File: src/hdl/msks_pkg.sv
// Package for the modular sum key sorter: state encoding, command codes and
// the serial reduction constants. No dependencies.
package msks_pkg;

  localparam int unsigned KeyW    = 31;
  localparam int unsigned SumW    = 32;
  localparam int unsigned StepW   = 5;
  localparam int unsigned IndexW  = 6;

  localparam logic [1:0] CmdAdd      = 2'd0;
  localparam logic [1:0] CmdCloseLst = 2'd1;
  localparam logic [1:0] CmdCloseSet = 2'd2;

  typedef enum logic [3:0] {
    StIdle = 4'b0001,
    StDiv  = 4'b0010,
    StScan = 4'b0100,
    StEmit = 4'b1000
  } state_e;

endpackage

File: src/hdl/modular_sum_key_sorter.sv
// Top level of the modular sum key sorter: sequencer, serial reducer and key memory.
// Depends on msks_pkg.
//
// Each add or close-list beat runs the running sum through one shared serial
// restoring reducer that retires one dividend bit per cycle, and the input
// stalls until all 32 dividend bits are retired.
// A close-set beat emits the stored lists in ascending key order, equal keys by
// ascending list index. Each result is found by one pass over the key memory
// (one read port, registered data) that picks the smallest (key, index) pair
// above the one emitted last; the output side can stall the emission. A close-set
// with no lists and an unused command do not leave the idle state. Lists closed
// beyond MAX_LISTS are dropped and flag overflow on every result of the set. The
// modulus register has its own write port; it is always ready and must be written
// only while the block is idle. A modulus of zero acts as one. The key memory
// needs no clearing pass.
module modular_sum_key_sorter #(
  parameter int unsigned MAX_LISTS = 64
) (
  input  logic                       clk_i,
  input  logic                       rst_ni,
  input  logic                       in_valid_i,
  output logic                       in_stall_o,
  input  logic [1:0]                 cmd_i,
  input  logic [msks_pkg::KeyW-1:0]  value_i,
  output logic                       out_valid_o,
  input  logic                       out_stall_i,
  output logic [msks_pkg::IndexW-1:0] list_index_o,
  output logic [msks_pkg::KeyW-1:0]  list_key_o,
  output logic                       last_o,
  output logic                       overflow_o,
  input  logic                       cfg_valid_i,
  output logic                       cfg_ready_o,
  input  logic [msks_pkg::KeyW-1:0]  cfg_data_i
);
  import msks_pkg::*;

  localparam int unsigned IdxW = $clog2(MAX_LISTS);
  localparam int unsigned CntW = IdxW + 1;
  localparam logic [CntW-1:0] MaxCnt = CntW'(MAX_LISTS);

  state_e state_q, state_d;

  logic [KeyW-1:0]  modulus_q;
  logic [KeyW-1:0]  sum_q;
  logic [CntW-1:0]  count_q;
  logic             ovf_q;

  // reducer
  logic [SumW-1:0]  dvd_q;
  logic [SumW-1:0]  rem_q;
  logic [StepW-1:0] step_q;
  logic             close_q;

  // scan
  logic [CntW-1:0]  scan_q;
  logic [CntW-1:0]  emitted_q;
  logic [KeyW-1:0]  rd_key_q;
  logic [IdxW-1:0]  rd_idx_q;
  logic             rd_v_q;
  logic [KeyW-1:0]  best_key_q;
  logic [IdxW-1:0]  best_idx_q;
  logic             best_v_q;
  logic [KeyW-1:0]  prev_key_q;
  logic [IdxW-1:0]  prev_idx_q;

  logic [KeyW-1:0]  key_mem [MAX_LISTS];

  // output register
  logic             out_v_q;
  logic [IdxW-1:0]  out_idx_q;
  logic [KeyW-1:0]  out_key_q;
  logic             out_last_q;
  logic             out_ovf_q;

  logic             in_beat;
  logic             out_free;
  logic [KeyW-1:0]  mod_eff;
  logic [SumW-1:0]  rem_sh;
  logic             rem_ge;
  logic [SumW-1:0]  rem_next;
  logic             cand;
  logic             is_last;
  logic [IdxW+IndexW-1:0] idx_ext;

  assign in_beat  = in_valid_i && !in_stall_o;
  assign out_free = !out_v_q || !out_stall_i;
  assign mod_eff  = (modulus_q == '0) ? KeyW'(1) : modulus_q;

  // One restoring step: shift in the next dividend bit, subtract if it fits.
  assign rem_sh   = {rem_q[SumW-2:0], dvd_q[SumW-1]};
  assign rem_ge   = rem_sh >= {1'b0, mod_eff};
  assign rem_next = rem_ge ? (rem_sh - {1'b0, mod_eff}) : rem_sh;

  // Take the read entry if it sorts after the last emitted pair and before the best so far.
  assign cand = rd_v_q
             && ((emitted_q == '0) || ({rd_key_q, rd_idx_q} > {prev_key_q, prev_idx_q}))
             && (!best_v_q || ({rd_key_q, rd_idx_q} < {best_key_q, best_idx_q}));

  assign is_last = (emitted_q + CntW'(1)) == count_q;

  always_comb begin
    state_d = state_q;
    case (state_q)
      StIdle: begin
        if (in_beat) begin
          if (cmd_i == CmdAdd || cmd_i == CmdCloseLst) begin
            state_d = StDiv;
          end else if (cmd_i == CmdCloseSet && count_q != '0) begin
            state_d = StScan;
          end
        end
      end
      StDiv: begin
        if (step_q == '0) state_d = StIdle;
      end
      StScan: begin
        if (scan_q == count_q && !rd_v_q) state_d = StEmit;
      end
      StEmit: begin
        if (out_free) state_d = is_last ? StIdle : StScan;
      end
      default: state_d = StIdle;
    endcase
  end

  always_ff @(posedge clk_i or negedge rst_ni) begin
    if (!rst_ni) begin
      state_q   <= StIdle;
      modulus_q <= KeyW'(1);
      sum_q     <= '0;
      count_q   <= '0;
      ovf_q     <= 1'b0;
      step_q    <= '0;
      close_q   <= 1'b0;
      scan_q    <= '0;
      emitted_q <= '0;
      rd_v_q    <= 1'b0;
      best_v_q  <= 1'b0;
      out_v_q   <= 1'b0;
    end else begin
      state_q <= state_d;
      if (cfg_valid_i && cfg_ready_o) modulus_q <= cfg_data_i;
      // Drop the taken beat unless the emit state refills the register.
      if (out_v_q && !out_stall_i && state_q != StEmit) out_v_q <= 1'b0;

      case (state_q)
        StIdle: begin
          if (in_beat) begin
            close_q   <= (cmd_i == CmdCloseLst);
            step_q    <= StepW'(SumW - 1);
            scan_q    <= '0;
            emitted_q <= '0;
            rd_v_q    <= 1'b0;
            best_v_q  <= 1'b0;
            if (cmd_i == CmdCloseSet && count_q == '0) begin
              sum_q <= '0;
              ovf_q <= 1'b0;
            end
          end
        end
        StDiv: begin
          step_q <= step_q - StepW'(1);
          if (step_q == '0) begin
            if (close_q) begin
              sum_q <= '0;
              if (count_q < MaxCnt) begin
                count_q <= count_q + CntW'(1);
              end else begin
                ovf_q <= 1'b1;
              end
            end else begin
              sum_q <= rem_next[KeyW-1:0];
            end
          end
        end
        StScan: begin
          rd_v_q <= scan_q < count_q;
          rd_idx_q <= scan_q[IdxW-1:0];
          if (scan_q < count_q) scan_q <= scan_q + CntW'(1);
          if (cand) begin
            best_v_q   <= 1'b1;
            best_key_q <= rd_key_q;
            best_idx_q <= rd_idx_q;
          end
        end
        StEmit: begin
          if (out_free) begin
            out_v_q    <= 1'b1;
            out_idx_q  <= best_idx_q;
            out_key_q  <= best_key_q;
            out_last_q <= is_last;
            out_ovf_q  <= ovf_q;
            prev_key_q <= best_key_q;
            prev_idx_q <= best_idx_q;
            emitted_q  <= emitted_q + CntW'(1);
            scan_q     <= '0;
            best_v_q   <= 1'b0;
            if (is_last) begin
              count_q <= '0;
              ovf_q   <= 1'b0;
              sum_q   <= '0;
            end
          end
        end
        default: ;
      endcase
    end
  end

  // Reducer datapath; no reset needed.
  always_ff @(posedge clk_i) begin
    if (state_q == StIdle && in_beat) begin
      rem_q <= '0;
      dvd_q <= (cmd_i == CmdAdd) ? ({1'b0, sum_q} + {1'b0, value_i}) : {1'b0, sum_q};
    end else if (state_q == StDiv) begin
      rem_q <= rem_next;
      dvd_q <= {dvd_q[SumW-2:0], 1'b0};
    end
  end

  // Key memory: write the key on close-list, read one entry a cycle during the scan.
  always_ff @(posedge clk_i) begin
    if (state_q == StDiv && step_q == '0 && close_q && count_q < MaxCnt) begin
      key_mem[count_q[IdxW-1:0]] <= rem_next[KeyW-1:0];
    end
    rd_key_q <= key_mem[scan_q[IdxW-1:0]];
  end

  assign idx_ext = {{IndexW{1'b0}}, out_idx_q};

  assign in_stall_o   = state_q != StIdle;
  assign cfg_ready_o  = 1'b1;
  assign out_valid_o  = out_v_q;
  assign list_index_o = idx_ext[IndexW-1:0];
  assign list_key_o   = out_key_q;
  assign last_o       = out_last_q;
  assign overflow_o   = out_ovf_q;

endmodule

File: config.mk
export PLATFORM = sky130hd
export DESIGN_NAME = modular_sum_key_sorter
export DESIGN_NICKNAME = d
export VERILOG_FILES = /design/src/hdl/msks_pkg.sv /design/src/hdl/modular_sum_key_sorter.sv
export SDC_FILE = /design/constraint.sdc
export NUM_CORES = 2
export LEC_CHECK = 0
export ABC_AREA = 1
export ABC_CLOCK_PERIOD_IN_PS = 5900
export BUFFER_PORTS_ARGS = -buffer_cell sky130_fd_sc_hd__buf_2
export CAP_MARGIN = 20
export CORE_MARGIN = 10
export CORE_UTILIZATION = 35
export DETAILED_ROUTE_END_ITERATION = 12
export SETUP_SLACK_MARGIN = 0.15
export SLEW_MARGIN = 20
export SYNTH_ARGS = -nofsm -noshare
export SYNTH_HDL_FRONTEND = slang
export SYNTH_SLANG_ARGS = --single-unit
File: constraint.sdc
create_clock -name clk_i -period 5.9 [get_ports clk_i]
set_input_delay 0.59 -clock clk_i [delete_from_list [all_inputs] [get_ports clk_i]]
set_output_delay 0.59 -clock clk_i [all_outputs]
set_load 0.05 [all_outputs]
==> impl_metrics.env <==
export IMPL_core_mm2=0.267
export IMPL_postCtsSetupBuffers=0
export IMPL_synth_area_mm2=0.0938
export IMPL_ys_warn_count=0
export IMPL_grtUsageMet1=0.266
export IMPL_ys_seq_area_frac=0.711
export IMPL_final_util=0.398
export IMPL_p_leak_nw=36.7
export IMPL_clk_latency_ns=0.90
export IMPL_powerDensity_mw_per_mm2=475
export IMPL_grt_use_met3=0.0325
export IMPL_dieArea_mm2=0.289
export IMPL_grt_pass1_wl_um=420000
export IMPL_start_util=0.351
export IMPL_p_sw_w=0.0181
export IMPL_clock_sinks=2257
export IMPL_syn_nets=7924
export IMPL_num_rows=190
export IMPL_ys_types=60
export IMPL_grt_pass1_vias=61490
export IMPL_synth_seq_cells=2257
export IMPL_internal_power_w=0.0324
export IMPL_fillCellCount=24875
export IMPL_synthCells=7704
export IMPL_antenna_found_initial=14
export IMPL_dieHeight_um=538
export IMPL_grt_max_degree=175
export IMPL_holdPathStages=3
export IMPL_cts_resized=0
export IMPL_yosys_area_top_type="edfxtp_1"
export IMPL_ctsHtreeMaxLevel=4
export IMPL_grt_busiest_layer="met2"
export IMPL_syn_area_per_cell_um2=12.2
export IMPL_period_share=0.773
export IMPL_grtUsageTotal=0.193
export IMPL_drc=0
export IMPL_place_hpwl_um=171000
export IMPL_crit_path_end_kind="register"
export IMPL_tightest_slew_ns=1.16
export IMPL_ctsRootBufferMaster="clkbuf_16"
export IMPL_wl_um=290000
export IMPL_setup_tns_ns=0
export IMPL_path_max_fanout=36
export IMPL_swShare=0.359
export IMPL_maxSlewHeadroom=0.222
export IMPL_synth_edf_count=2098
export IMPL_path_clk_slew_ns=0.06
export IMPL_cts_buffer_depth=3
export IMPL_area_growth_pct=13.6
export IMPL_cts_hold_repair_buffers=32
export IMPL_hold_violations=0
export IMPL_numPortBuffers=109
export IMPL_power_share_clock=0.268
export IMPL_max_freq_mhz=219
export IMPL_ir_drop_mv=0.398
export IMPL_io_pins=111
export IMPL_cp_start_kind="register"
export IMPL_critical_path_class="register to register"
export IMPL_rsz0062_at_grt="false"
export IMPL_p_seq_frac=0.445
export IMPL_cts_tree="yes"
export IMPL_worstPathRequired_ns=6.60
export IMPL_fin_nets=8011
export IMPL_cts_made_buffers=213
export IMPL_slew_violations=0
export IMPL_drive_gt1_frac=0.0993
export IMPL_synth_top_flop_cell="edfxtp_1"
export IMPL_reg2regPathDepth=17
export IMPL_drt_iter0_markers=7916
export IMPL_comb_power_share=0.287
export IMPL_cap_viol_max_count=0
export IMPL_firstDrtPassIters=6
export IMPL_vias=64071
export IMPL_skew_ns=0.0751
export IMPL_arrival_ns=5.26
export IMPL_wl_per_cell_um=25.1
export IMPL_drtAntennaViolNets=0
export IMPL_hp_class="input port to register"
export IMPL_grtUsageMet2=0.308
export IMPL_die_x_um=538
export IMPL_finalWeightedCongestion=0.860
export IMPL_status="finished, final reports clean"
export IMPL_async_flop_share=0.0430
export IMPL_synth_top_area_frac=0.672
export IMPL_period_needed_ns=4.56
export IMPL_via_per_inst=5.55
export IMPL_synth_area_leaders="edfxtp_1 (67%), o21ai_0 (5.9%), nor2_1 (4.9%)"
export IMPL_grt_overflow_total=0
export IMPL_setup_viol=0
critical path: stages, from the launching register on:
cell,delay (ns)
dfrtp_1,0.37
nor4_1,0.36
nand4_1,0.21
o21ai_0,0.29
ha_1,0.25
fa_1,0.23
inv_1,0.05
nand3_1,0.06
nand2_1,0.12
nand3_1,0.11
nand2_2,0.08
nand2_2,0.07
nand2_2,0.09
nand2_2,0.09
nand3_4,0.33
buf_4,0.38
o21ai_4,0.86
buf_4,0.37
logic make-up after synthesis:
group,synth area share
compound gates,0.118
xor+xnor,0.00384
fa+ha+maj,0.0203
buf+inv,0.0322
flops,0.711
other cells,0.0000400
simple gates,0.114
layout by cell type (no fill, tap or decap), drive strengths merged, types with 2 or more instances in the layout:
master / count
xnor2: 14
nand2: 945
and3: 2
and2: 3
dfxtp: 62
ha: 149
dlygate4sd3: 32
nor3: 22
nor4: 11
o22ai: 315
nand3: 310
inv: 276
a21oi: 167
a21boi: 3
xnor3: 2
o211ai: 82
a21o: 10
nand3b: 8
a22oi: 2
clkinv: 99
o21a: 17
clkbuf: 262
bufinv: 13
o31ai: 2
dfrtp: 95
o221ai: 177
nand4: 73
nor2: 1221
a31oi: 2
or2: 4
dfstp: 2
o21ai: 1139
diode: 14
edfxtp: 2098
buf: 298
xor2: 22
fa: 2
o21bai: 10
clkinvlp: 13
state kept, by name, indices dropped and copies added (netlist names), 4 cells and up:
signal and count:
key_mem 1984, dvd_q 32, best_key_q 31, list_key_o 31, modulus_q 31, rd_key_q 31, rem_q 31, sum_q 31
count_q 7, emitted_q 7, scan_q 7, best_idx_q 6, list_index_o 6, rd_idx_q 6, step_q 5, state_q 4
path summary, 6_finish.rpt:
path                                             end  slack [ns]                       from
max                         key_mem[46][4]$_DFFE_PP_        1.34  modulus_q[24]$_DFFE_PN0P_
min                           state_q[1]$_DFFE_PN0P_         0.1                 in_valid_i
max reg2reg                 key_mem[46][4]$_DFFE_PP_        1.34  modulus_q[24]$_DFFE_PN0P_
min reg2reg                list_index_o[0]$_DFFE_PP_        0.45    best_idx_q[0]$_DFFE_PP_
max in group asynchronous      scan_q[2]$_DFFE_PN0P_        4.13                     rst_ni
min in group asynchronous  modulus_q[29]$_DFFE_PN0P_        0.37                     rst_ni
per-stage QoR:
step	instances	power (W)	setup WS, ns	hold slack, ns	instance area (µm²)
after floorplan	7704	0.0310	1.84	0.294	93800
after global placement	11090	0.0367	1.32	0.435	99200
after detailed placement	11095	0.0371	1.36	0.433	99300
after CTS	11520	0.0505	1.34	0.0428	106000
after global routing	11534	0.0526	1.04	0.0911	107000
final	11535	0.0506	1.34	0.0966	107000
power groups by stage:
stage               combinational (W)  clock [W]  sequential (W)
detailed placement             0.0143          0          0.0228
global placement               0.0139          0          0.0228
floorplan                     0.00837          0          0.0227
CTS                            0.0144     0.0137          0.0225
global route                   0.0157     0.0143          0.0225
finish                         0.0145     0.0136          0.0225
routing by layer:
layer	routed length [µm]	vias to the layer above
met4	10200	2
met3	24600	465
li1	-	28398
met5	12	-
met2	134000	2990
met1	120000	32216
cell type report:
type                    instances  area [µm²]  area share
flip-flops and latches       2257       66700       0.626
multi-input cells            4719       24800       0.233
clock buffers                 262        5560      0.0522
well taps                    3552        4440      0.0417
repair buffers                330        2690      0.0252
clock inverters               131        1280      0.0121
inverters                     270        1050     0.00985
diodes                         14        35.0    0.000329
cells in the mapped netlist, types with 3 or more instances:
library cell / count
nand3_1: 302
buf_6: 6
nand3_4: 7
nor2_1: 1215
nor3_2: 3
clkbuf_1: 300
buf_2: 112
dfrtp_1: 95
nand2_2: 43
o211ai_1: 82
ha_1: 149
o21a_1: 17
o22ai_1: 315
o21ai_2: 19
a21o_1: 10
a21oi_1: 165
buf_1: 19
nand3b_1: 8
nor2_2: 3
o21ai_0: 1108
nor4_1: 11
buf_4: 19
inv_1: 252
inv_2: 15
nand2_1: 902
xor2_1: 22
nor3_1: 18
edfxtp_1: 2098
dfxtp_1: 62
nand4_1: 72
o21ai_1: 12
a21boi_0: 3
o221ai_1: 177
xnor2_1: 14
o21bai_1: 10
and2_1: 3
(Power assumes the default switching activity.)
